[config.mk]
export PLATFORM = sky130hd
export DESIGN_NAME = c_string_escape_encoder
export DESIGN_NICKNAME = d
export VERILOG_FILES = /design/src/cse_pkg.sv /design/src/cse_front.sv /design/src/cse_fifo.sv /design/src/cse_back.sv /design/src/c_string_escape_encoder.sv
export SDC_FILE = /design/constraint.sdc
export NUM_CORES = 1
export LEC_CHECK = 0
export BUFFER_PORTS_ARGS = -buffer_cell sky130_fd_sc_hd__buf_4
export CORE_MARGIN = 2
export CORE_UTILIZATION = 45
export DETAILED_ROUTE_END_ITERATION = 10
export PLACE_DENSITY_LB_ADDON = 0.05
export RECOVER_POWER = 100
export SLEW_MARGIN = 20
export SYNTH_ARGS = -nofsm -noshare
export SYNTH_HDL_FRONTEND = slang
export SYNTH_SLANG_ARGS = --single-unit
[constraint.sdc]
create_clock -name clk -period 4.8 [get_ports clk]
set_clock_uncertainty 0.05 [all_clocks]
set_input_delay 0.96 -clock clk [delete_from_list [all_inputs] [get_ports clk]]
set_output_delay 0.96 -clock clk [all_outputs]
set_load 0.005 [all_outputs]
[src/cse_pkg.sv]
// shared types, constants and character helpers for the string escape encoder
`timescale 1ns / 1ps

package cse_pkg;

    // widths fixed by the interface
    localparam int CFG_W    = 16;
    localparam int CHAR_W   = 8;
    localparam int COUNT_W  = 16;
    localparam int PIECE_N  = 4;
    localparam int LEN_W    = 3;
    localparam int POS_W    = 3;

    // default width of the remaining-space tracker
    localparam int DEF_CAPACITY_BITS = 16;

    // register reset and limits
    localparam logic [CFG_W-1:0]   CAP_RESET = 16'hFFFF;
    localparam logic [COUNT_W-1:0] COUNT_MAX = 16'hFFFF;
    localparam int                 MIN_SPACE = 3;

    // characters used by the encoder
    localparam logic [CHAR_W-1:0] CHAR_QUOTE  = 8'h22;
    localparam logic [CHAR_W-1:0] CHAR_BSLASH = 8'h5C;
    localparam logic [CHAR_W-1:0] CHAR_X      = 8'h78;
    localparam logic [CHAR_W-1:0] CHAR_NONE   = 8'h00;
    localparam logic [CHAR_W-1:0] PRINT_LO    = 8'h20;
    localparam logic [CHAR_W-1:0] PRINT_HI    = 8'h7E;

    // input item
    typedef struct packed {
        logic [CHAR_W-1:0] char_byte;
        logic              end_of_string;
    } cse_in_t;

    // result item
    typedef struct packed {
        logic [CHAR_W-1:0]  out_char;
        logic               last_of_run;
        logic               string_done;
        logic               overflow;
        logic [COUNT_W-1:0] char_count;
    } cse_out_t;

    // classified work for one input item
    typedef struct packed {
        logic                            lead_quote;  // opening quote goes first
        logic                            lead_ovf;    // overflow result goes first
        logic                            main_ovf;    // main part is one overflow result
        logic                            done;        // main part closes the string
        logic [LEN_W-1:0]                len;         // characters in the main piece
        logic [PIECE_N-1:0][CHAR_W-1:0]  chars;       // main piece, first char at index 0
    } cse_job_t;

    // letter of a two-character escape, zero when the byte has none
    function automatic logic [CHAR_W-1:0] short_escape(input logic [CHAR_W-1:0] c);
        logic [CHAR_W-1:0] r;
        unique case (c)
            8'h07:   r = 8'h61; // a
            8'h08:   r = 8'h62; // b
            8'h0C:   r = 8'h66; // f
            8'h0A:   r = 8'h6E; // n
            8'h0D:   r = 8'h72; // r
            8'h09:   r = 8'h74; // t
            8'h0B:   r = 8'h76; // v
            8'h5C:   r = CHAR_BSLASH;
            8'h22:   r = CHAR_QUOTE;
            default: r = CHAR_NONE;
        endcase
        return r;
    endfunction

    // lowercase hex digit
    function automatic logic [CHAR_W-1:0] hex_digit(input logic [3:0] d);
        logic [CHAR_W-1:0] r;
        if (d < 4'd10)
            r = 8'h30 + {4'd0, d};
        else
            r = 8'h57 + {4'd0, d};
        return r;
    endfunction

endpackage

[src/cse_front.sv]
// front end: takes items, tracks quote, space and overflow state, builds jobs
`timescale 1ns / 1ps

module cse_front
    import cse_pkg::*;
#(
    parameter int CAPACITY_BITS = DEF_CAPACITY_BITS
)
(
    input  logic             clk,
    input  logic             rst_n,
    input  logic             item_valid,
    output logic             item_ready,
    input  cse_in_t          item,
    input  logic             cfg_valid,
    input  logic [CFG_W-1:0] cfg_data,
    output logic             job_valid,
    input  logic             job_ready,
    output cse_job_t         job
);

    localparam int CB    = CAPACITY_BITS;
    localparam int EXT_W = (CB > CFG_W) ? CB : CFG_W;
    localparam int CMP_W = (CB > LEN_W) ? CB : LEN_W;
    localparam logic [EXT_W-1:0] RST_EXT = EXT_W'(CAP_RESET);

    logic [CFG_W-1:0] cap_reg;
    logic [CB-1:0]    space_reg, space_next;
    logic             opened_reg, opened_next;
    logic             ovf_reg, ovf_next;

    logic [EXT_W-1:0] cap_ext, cfg_ext;
    logic [CMP_W-1:0] space_w, sp_eff_w, sp_rem_w;
    logic [CHAR_W-1:0] esc;
    logic [LEN_W-1:0]  piece_len;
    logic [PIECE_N-1:0][CHAR_W-1:0] piece;
    logic              open_now, low_space, fit, close_fit, take;

    assign take       = item_valid && item_ready;
    assign item_ready = job_ready;
    assign job_valid  = item_valid;

    // capacity reload values
    assign cap_ext = EXT_W'(cap_reg);
    assign cfg_ext = EXT_W'(cfg_data);

    // piece for one byte
    always_comb
    begin
        esc   = short_escape(item.char_byte);
        piece = '0;
        if (esc != CHAR_NONE)
        begin
            piece[0]  = CHAR_BSLASH;
            piece[1]  = esc;
            piece_len = LEN_W'(2);
        end
        else if (item.char_byte >= PRINT_LO && item.char_byte <= PRINT_HI)
        begin
            piece[0]  = item.char_byte;
            piece_len = LEN_W'(1);
        end
        else
        begin
            piece[0]  = CHAR_BSLASH;
            piece[1]  = CHAR_X;
            piece[2]  = hex_digit(item.char_byte[7:4]);
            piece[3]  = hex_digit(item.char_byte[3:0]);
            piece_len = LEN_W'(4);
        end
    end

    // space checks
    assign open_now  = !opened_reg;
    assign space_w   = CMP_W'(space_reg);
    assign low_space = space_w < CMP_W'(MIN_SPACE);
    assign sp_eff_w  = open_now ? (space_w - CMP_W'(1)) : space_w;
    assign fit       = CMP_W'(piece_len) < sp_eff_w;
    assign close_fit = CMP_W'(1) < sp_eff_w;
    assign sp_rem_w  = sp_eff_w - CMP_W'(piece_len);

    // job and next state
    always_comb
    begin
        job         = '0;
        space_next  = space_reg;
        opened_next = opened_reg;
        ovf_next    = ovf_reg;
        if (item.end_of_string)
        begin
            job.done = 1'b1;
            if (ovf_reg)
                job.main_ovf = 1'b1;
            else if (open_now && low_space)
            begin
                job.lead_ovf = 1'b1;
                job.main_ovf = 1'b1;
            end
            else
            begin
                job.lead_quote = open_now;
                if (close_fit)
                begin
                    job.chars[0] = CHAR_QUOTE;
                    job.len      = LEN_W'(1);
                end
                else
                    job.main_ovf = 1'b1;
            end
            space_next  = cap_ext[CB-1:0];
            opened_next = 1'b0;
            ovf_next    = 1'b0;
        end
        else if (ovf_reg)
            job.main_ovf = 1'b1;
        else if (open_now && low_space)
        begin
            job.main_ovf = 1'b1;
            ovf_next     = 1'b1;
        end
        else
        begin
            job.lead_quote = open_now;
            opened_next    = 1'b1;
            if (fit)
            begin
                job.chars  = piece;
                job.len    = piece_len;
                space_next = sp_rem_w[CB-1:0];
            end
            else
            begin
                job.main_ovf = 1'b1;
                ovf_next     = 1'b1;
                space_next   = sp_eff_w[CB-1:0];
            end
        end
    end

    // state registers
    always_ff @(posedge clk or negedge rst_n)
    begin
        if (!rst_n)
        begin
            cap_reg    <= CAP_RESET;
            space_reg  <= RST_EXT[CB-1:0];
            opened_reg <= 1'b0;
            ovf_reg    <= 1'b0;
        end
        else if (cfg_valid)
        begin
            cap_reg   <= cfg_data;
            space_reg <= cfg_ext[CB-1:0];
        end
        else if (take)
        begin
            space_reg  <= space_next;
            opened_reg <= opened_next;
            ovf_reg    <= ovf_next;
        end
    end

endmodule

[src/cse_fifo.sv]
// two-entry job queue between front and back
`timescale 1ns / 1ps

module cse_fifo
    import cse_pkg::*;
(
    input  logic     clk,
    input  logic     rst_n,
    input  logic     push_valid,
    output logic     push_ready,
    input  cse_job_t push_job,
    output logic     pop_valid,
    input  logic     pop_ready,
    output cse_job_t pop_job
);

    cse_job_t   mem_reg [2];
    logic       wr_ptr_reg, rd_ptr_reg;
    logic [1:0] cnt_reg;
    logic       push, pop;

    assign push_ready = (cnt_reg != 2'd2);
    assign pop_valid  = (cnt_reg != 2'd0);
    assign pop_job    = mem_reg[rd_ptr_reg];
    assign push       = push_valid && push_ready;
    assign pop        = pop_valid && pop_ready;

    // storage
    always_ff @(posedge clk)
    begin
        if (push)
            mem_reg[wr_ptr_reg] <= push_job;
    end

    // pointers and fill count
    always_ff @(posedge clk or negedge rst_n)
    begin
        if (!rst_n)
        begin
            wr_ptr_reg <= 1'b0;
            rd_ptr_reg <= 1'b0;
            cnt_reg    <= 2'd0;
        end
        else
        begin
            if (push)
                wr_ptr_reg <= !wr_ptr_reg;
            if (pop)
                rd_ptr_reg <= !rd_ptr_reg;
            if (push && !pop)
                cnt_reg <= cnt_reg + 2'd1;
            else if (pop && !push)
                cnt_reg <= cnt_reg - 2'd1;
        end
    end

endmodule

[src/cse_back.sv]
// back end: steps each job into the output reg one result per cycle unless stalled
`timescale 1ns / 1ps

module cse_back
    import cse_pkg::*;
(
    input  logic     clk,
    input  logic     rst_n,
    input  logic     job_valid,
    output logic     job_ready,
    input  cse_job_t job,
    output logic     result_valid,
    input  logic     result_ready,
    output cse_out_t result
);

    logic [POS_W-1:0]   pos_reg, pos_next;
    logic [COUNT_W-1:0] count_reg, count_next;
    logic               out_valid_reg;
    cse_out_t           out_reg, res_next;

    logic               has_lead, is_lead, is_last, issue, res_ovf;
    logic [POS_W-1:0]   total, idx;
    logic [COUNT_W-1:0] cnt_inc;

    assign issue = job_valid && (!out_valid_reg || result_ready);

    // position within the job
    assign has_lead = job.lead_quote || job.lead_ovf;
    assign total    = POS_W'(has_lead) + (job.main_ovf ? POS_W'(1) : POS_W'(job.len));
    assign is_lead  = has_lead && (pos_reg == '0);
    assign is_last  = (pos_reg == total - POS_W'(1));
    assign idx      = pos_reg - POS_W'(has_lead);
    assign res_ovf  = is_lead ? job.lead_ovf : job.main_ovf;

    // saturating running count
    assign cnt_inc = (count_reg == COUNT_MAX) ? count_reg : count_reg + COUNT_W'(1);

    // build the next result
    always_comb
    begin
        res_next.overflow    = res_ovf;
        res_next.last_of_run = is_last;
        res_next.string_done = is_last && job.done;
        res_next.char_count  = res_ovf ? count_reg : cnt_inc;
        if (res_ovf)
            res_next.out_char = CHAR_NONE;
        else if (is_lead)
            res_next.out_char = CHAR_QUOTE;
        else
            res_next.out_char = job.chars[idx[1:0]];
        pos_next   = is_last ? '0 : pos_reg + POS_W'(1);
        count_next = res_next.string_done ? '0 : res_next.char_count;
    end

    assign job_ready    = issue && is_last;
    assign result_valid = out_valid_reg;
    assign result       = out_reg;

    // sequencer and output valid
    always_ff @(posedge clk or negedge rst_n)
    begin
        if (!rst_n)
        begin
            pos_reg       <= '0;
            count_reg     <= '0;
            out_valid_reg <= 1'b0;
        end
        else
        begin
            if (issue)
            begin
                pos_reg       <= pos_next;
                count_reg     <= count_next;
                out_valid_reg <= 1'b1;
            end
            else if (result_ready)
                out_valid_reg <= 1'b0;
        end
    end

    // output payload
    always_ff @(posedge clk)
    begin
        if (issue)
            out_reg <= res_next;
    end

    // a job never holds more than five results
    assert property (@(posedge clk) disable iff (!rst_n) pos_reg < POS_W'(5))
        else $error("sequencer position out of range");

    // a closing result is always the last of its item
    assert property (@(posedge clk) disable iff (!rst_n)
        out_valid_reg && out_reg.string_done |-> out_reg.last_of_run)
        else $error("string_done without last_of_run");

    // overflow results carry no character
    assert property (@(posedge clk) disable iff (!rst_n)
        out_valid_reg && out_reg.overflow |-> out_reg.out_char == CHAR_NONE)
        else $error("overflow result with a character");

    // the count restarts after a closing result
    assert property (@(posedge clk) disable iff (!rst_n)
        issue && res_next.string_done |=> count_reg == '0)
        else $error("count not cleared after string end");

endmodule

[src/c_string_escape_encoder.sv]
// top level of the C string literal escape encoder
`timescale 1ns / 1ps

// Takes a string one byte per item and returns its C string literal form one
// character per result item, with opening and closing quotes, two-character
// escapes and \xhh for non-printable bytes. Each input item yields one to five
// results; the output side delivers one result per cycle while result_ready is
// held high, paced by the back-end sequencer feeding the output register. The
// front end classifies an item in the cycle it is accepted and queues it in a
// two-entry job queue, so input items keep flowing while earlier results drain.
// Writing cfg_data sets the destination size (including the NUL slot) and
// reloads the remaining space; write it only while the block is idle.

module c_string_escape_encoder
    import cse_pkg::*;
#(
    parameter int CAPACITY_BITS = DEF_CAPACITY_BITS
)
(
    input  logic             clk,
    input  logic             rst_n,
    input  logic             item_valid,
    output logic             item_ready,
    input  cse_in_t          item,
    output logic             result_valid,
    input  logic             result_ready,
    output cse_out_t         result,
    input  logic             cfg_valid,
    output logic             cfg_ready,
    input  logic [CFG_W-1:0] cfg_data
);

    logic     fq_push_valid, fq_push_ready;
    cse_job_t fq_push_job;
    logic     fq_pop_valid, fq_pop_ready;
    cse_job_t fq_pop_job;

    // configuration always taken
    assign cfg_ready = 1'b1;

    // front end
    cse_front #(
        .CAPACITY_BITS (CAPACITY_BITS)
    ) u_front (
        .clk        (clk),
        .rst_n      (rst_n),
        .item_valid (item_valid),
        .item_ready (item_ready),
        .item       (item),
        .cfg_valid  (cfg_valid),
        .cfg_data   (cfg_data),
        .job_valid  (fq_push_valid),
        .job_ready  (fq_push_ready),
        .job        (fq_push_job)
    );

    // job queue
    cse_fifo u_fifo (
        .clk        (clk),
        .rst_n      (rst_n),
        .push_valid (fq_push_valid),
        .push_ready (fq_push_ready),
        .push_job   (fq_push_job),
        .pop_valid  (fq_pop_valid),
        .pop_ready  (fq_pop_ready),
        .pop_job    (fq_pop_job)
    );

    // back end
    cse_back u_back (
        .clk          (clk),
        .rst_n        (rst_n),
        .job_valid    (fq_pop_valid),
        .job_ready    (fq_pop_ready),
        .job          (fq_pop_job),
        .result_valid (result_valid),
        .result_ready (result_ready),
        .result       (result)
    );

endmodule
**Word-level counts from Yosys, hierarchy flattened**

Memory sizes are Yosys's and may differ from the RTL's.
Index checks and enable logic that the tools add are counted.

- Register bits after elaboration: 85
- Bits in writable memories: 78
- Bits of input ports: 30
- Memories: 1

Memory list:

| memory | depth | bits a word | rd ports | clocked after memory_dff | write ports | line | text |
|---|---|---|---|---|---|---|---|
| u_fifo.mem_reg | 2 | 39 | 1 | 0 | 1 | cse_fifo.sv:17 | `cse_job_t mem_reg [2];` |

- $add $sub $neg: 13
- $lt $le $gt $ge: 8
- Equal/unequal tests: 16
- Multiplexer cells: 61
- Bitwise logic cells: 1
- Reduce and logical (&&, ||, !) cells: 28

Operators by type and width:

| cell | count |
|---|---|
| $mux W16 | 12 |
| $mux W35 | 3 |
| $pmux W7 S9 | 1 |
| $mux W8 | 7 |
| $eq A8 B4 Y1 const B | 6 |
| $mux W24 | 2 |
| $mux W1 | 23 |
| $mux W3 | 7 |
| $add A16 B1 Y16 const B | 1 |
| $add A7 B4 Y8 const A | 2 |
| $bmux W8 S2 | 1 |
| $eq A16 B16 Y1 const B | 1 |
| $lt A1 B16 Y1 const A | 1 |
| $lt A16 B2 Y1 const B | 1 |
| $lt A3 B16 Y1 | 1 |
| $sub A16 B1 Y16 const B | 1 |
| $sub A16 B3 Y16 | 1 |
| $add A6 B4 Y7 const A | 2 |
| $mux W6 | 2 |
| $logic_and A1 B1 Y1 | 10 |
| $eq A8 B3 Y1 const B | 1 |
| $eq A8 B6 Y1 const B | 1 |
| $eq A8 B7 Y1 const B | 1 |
| $ge A8 B6 Y1 const B | 1 |
| 23 further kinds | 38 |

**Longest topological paths before layout**

- Word-level depth: 11
- Mapped depth: 21
- Gate-level depth less buffers: 19

**Hierarchy**

A second synthesis with hierarchy kept.

- Cell total of the unflattened synthesis: 773
- Area, all modules: 9034.9 um2

By module, submodules not included:

| module | instances | cells an instance | area each (um2) | seq. area each (um2) |
|---|---|---|---|---|
| cse_front | 1 | 398 | 3299.4 | 890.9 |
| cse_fifo | 1 | 139 | 3032.9 | 2442.3 |
| cse_back | 1 | 234 | 2691.3 | 1311.3 |
| c_string_escape_encoder | 1 | 2 | 11.3 | 0.0 |

**Worst setup path after synthesis**

OpenSTA, ideal clock, no wires.

- Path type: input to register
- From: input item[1] in the netlist's numbering
- To: memory u_fifo.mem_reg[0][20] in the netlist's numbering, data pin
- Data arrival time: 4.195 ns
- Required time: 4.476 ns
- Setup slack: 0.281 ns
- Stages: 21
- Buffers on the path: 2
- Cells stage by stage: inv_1 > ha_1 > nor3_1 > a21oi_1 > nor2_1 > o21ai_0 > a311o_1 > or2_2 > clkbuf_1 > inv_1 > ha_1 > fa_1 > inv_1 > a21oi_1 > a31oi_1 > nor3_4 > nand4_4 > and3_4 > nand3_2 > buf_4 > a21oi_1

RTL lines:

| item | line | text |
|---|---|---|
| start: declaration | c_string_escape_encoder.sv:24 | `input cse_in_t item,` |
| end: declaration | cse_fifo.sv:17 |  |

==> key figures <==
Cells and area
  – ANT cells: 0
  – Commonest non-fill, non-tap cell in the layout: edfxtp_1
  – Multi-input logic area: approximately 3500 sq um
  – Area growth syn-to-layout: 15.0%
  – Most frequent cells in the layout: edfxtp_1 (99), nand2_1 (70), nor2_1 (56), o21ai_0 (41), a21oi_1 (37)
  – Fin cells: 1029
  – Final net count: 840
  – Max reg flops: 72
  – Register area: around 4500 sq um
  – Core utilization of the finished layout: a little over half
  – Layout cell share with drive strength beyond 1: 22.1%
  – Layout fillers: approximately 1600

Worst setup path
  – Worst path cell trace: buf_4, inv_1, ha_1, nor3_1, a21oi_1, nor2_1, o21ai_0, a311o_1, or2_2, inv_1, ha_1, fa_1, inv_1, a21oi_1, a31oi_1, nor3_1, nand4_4, and3_1, nor2b_1, or2_0
  – R2R Setup Slk: ~0.81 ns
  – Crit path to: u_fifo.mem_reg[0][32]
  – CP most frequent cell: inv_1
  – CP max stage cell: and3_1
  – Reg2Reg Capture Point: u_back.count_reg[10]
  – Crit path kind: in -> reg
  – Kind of launch point of the worst setup path: input port
  – R2r startpoint: u_fifo.rd_ptr_reg
  – Worst Setup End Kind: flop
  – Critical-path maximum fanout: 13
  – R2r worst-path depth: 11
  – Crit path launch: item[1]
  – CP arrival: 4.49 ns
  – Max incr delay on CP: ~0.33 ns
  – Critical Path RT: slightly below 5 ns

Clocking
  – CTS tree: built
  – CTS root buffer: clkbuf_16
  – Clock Tree Buf Depth: 2
  – Setup bufs post-CTS: 0
  – CTS resizes: 0
  – H-tree depth: 4
  – Clock latency on the worst-skew pair: about 0.43 ns
  – Clock Pin Slew Worst Setup and Hold Paths: 0.07 ns
  – CTS sink cnt: 157
  – Hold buffers post-CTS: 0
  – Clock buffer count from CTS: 17

Route
  – Antenna viol nets, final: 0
  – DR vias/cell: roughly 6
  – Routed via count: 6020
  – Routed Wire Length: about 19 mm
  – Drt wl/cell: 18.8 um
  – DRC Markers: 0
  – Initial DRT Pass Iterations: 5
  – Initial detailed-routing violation count: about 470

Synth
  – #FFs+latches synth: around 160
  – Syn Inst Count: around 730
  – Register area share after synthesis: a little over half
  – Syn Area/Cell: around 11 sq um
  – Most used DFF post-synth: edfxtp_1
  – Yosys Warn Count: 0
  – Unique masters post-synth: 75
  – Post-synth EDFFs: 99
  – Fraction of registers with async set/reset: approximately 37%
  – Post-Syn Area: between 8000 and 9000 sq um

Run status
  – Status: finished, violations left
  – Failing checks: max-capacitance violations, max-slew violations

Floorplanning
  – Die width: 140 um
  – Die Ht: 140 um
  – Initial core utilization: between 40% and 50%
  – Die ar.: between 15000 and 20000 sq um
  – Core Box Area: about 18000 sq um
  – FP Rows: ~50
  – I/O pin count: 60

Timing
  – Max-slew violation count: between 150 and 200
  – Tightest Pin Transition: 3.29 ns
  – Final Hold Fails: 0
  – Slew HR: -119%
  – Fin crit period: between 4 and 5 ns
  – Fmax: about 230 MHz
  – Period utilisation layout: about nine tenths
  – Final TNS setup: 0 ns
  – Final setup violating endpoints: 0
  – RSZ-0062 raised after global routing: no

Placement
  – Placed cells: about 1000
  – RD Place Congestion: a little under 0.9
  – Hpwl dp: about 14 mm
  – Port bufs: 58

Flow run
  – Max_cap viols: 4

Global routing
  – Gr usage total: 20.3%
  – GRT overflow: 0
  – Vias in the first global route: just under 6000
  – Antenna violations before repair: 0
  – First-pass GRT wire length: between 30 and 40 mm
  – Largest net degree at the start of global routing: 59

Pwr
  – Peak VDD IR: roughly 0.35 mV
  – Tot Pwr: ~5400 uW
  – Leak pwr: approximately 0.0036 uW
  – Cell area power density: about 560 nW/um^2

Worst hold path
  – HP Class: reg -> reg
power by group:
part	total [uW]	internal (uW)	leakage, uW	switching (uW)
combinational	1780	747	0.00169	1030
sequential	2190	1930	0.00162	255
clock	1400	794	0.000303	609
synth_stat cells, types with 9 or more instances:
cell type,count,area share [%]
nand2_1,70,3.2
nor3_1,13,0.78
nor2_1,58,2.6
dfstp_2,32,10
a21oi_1,37,2.2
nand3_1,17,1.0
inv_1,29,1.3
clkbuf_1,25,1.1
o22ai_1,9,0.68
xnor2_1,29,3.1
ha_1,22,3.3
edfxtp_1,99,36
dfrtp_1,26,7.8
mux2_2,18,2.4
o21ai_0,41,2.5
mux4_2,15,4.1
nor4_1,9,0.68
a31oi_1,11,0.83
xor2_1,18,1.9
kinds of logic after synthesis:
| group | Yosys count | share of synthesized area, % |
|---|---|---|
| compound gates | 158 | 12.5 |
| simple gates | 238 | 14.9 |
| buf+inv | 65 | 3.15 |
| other cells | 2 | 0.0905 |
| flops | 157 | 53.8 |
| mux | 37 | 7.00 |
| fa+ha+maj | 23 | 3.56 |
| xor+xnor | 47 | 4.96 |
routing by layer:
layer  GRT usage, %  share of wire (%)
met1           28.4                 46
met2           31.8                 48
met3           3.92                4.8
met4           6.84                1.6
met5              0                  0
worst min path at each step:
stage,from,end,cells after the start
after detailed placement,u_back.result_valid,u_back.result_valid,2
after global routing,u_front.cap_ext[13],u_front.cap_ext[13],2
after CTS,u_back.result_valid,u_back.result_valid,2
final,u_back.result_valid,u_back.result_valid,2
after global placement,u_front.cap_ext[13],u_front.cap_ext[13],2
after floorplan,u_front.cap_ext[13],u_front.cap_ext[13],2
worst max-delay path: cells and delay by family:
family | cells | cell delay (ns)
AO/OA/AOI/OAI | 5 | 0.69
adder cells (fa/ha/maj) | 3 | 0.63
buffers and inverters | 4 | 0.32
AND/OR/NAND/NOR | 8 | 1.88
final cells by class:
| class | count | area share [%] |
|---|---|---|
| clock inverters | 15 | 1.98 |
| inverters | 32 | 1.26 |
| repair buffers | 73 | 5.31 |
| multi-input cells | 506 | 37.2 |
| flip-flops and latches | 157 | 46.8 |
| clock buffers | 17 | 4.46 |
| well taps | 229 | 3.00 |
per-stage QoR:
| step | area [sq um] | hold WS, ns | setup slack (ns) |
|---|---|---|---|
| after CTS | 9610 | 0.461 | 0.566 |
| after global routing | 9540 | 0.485 | 0.153 |
| after floorplan | 8300 | 0.398 | 0.281 |
| after detailed placement | 9000 | 0.443 | 0.115 |
| after global placement | 9000 | 0.408 | 0.272 |
| final | 9540 | 0.455 | 0.413 |
(Power assumes the default switching activity.)
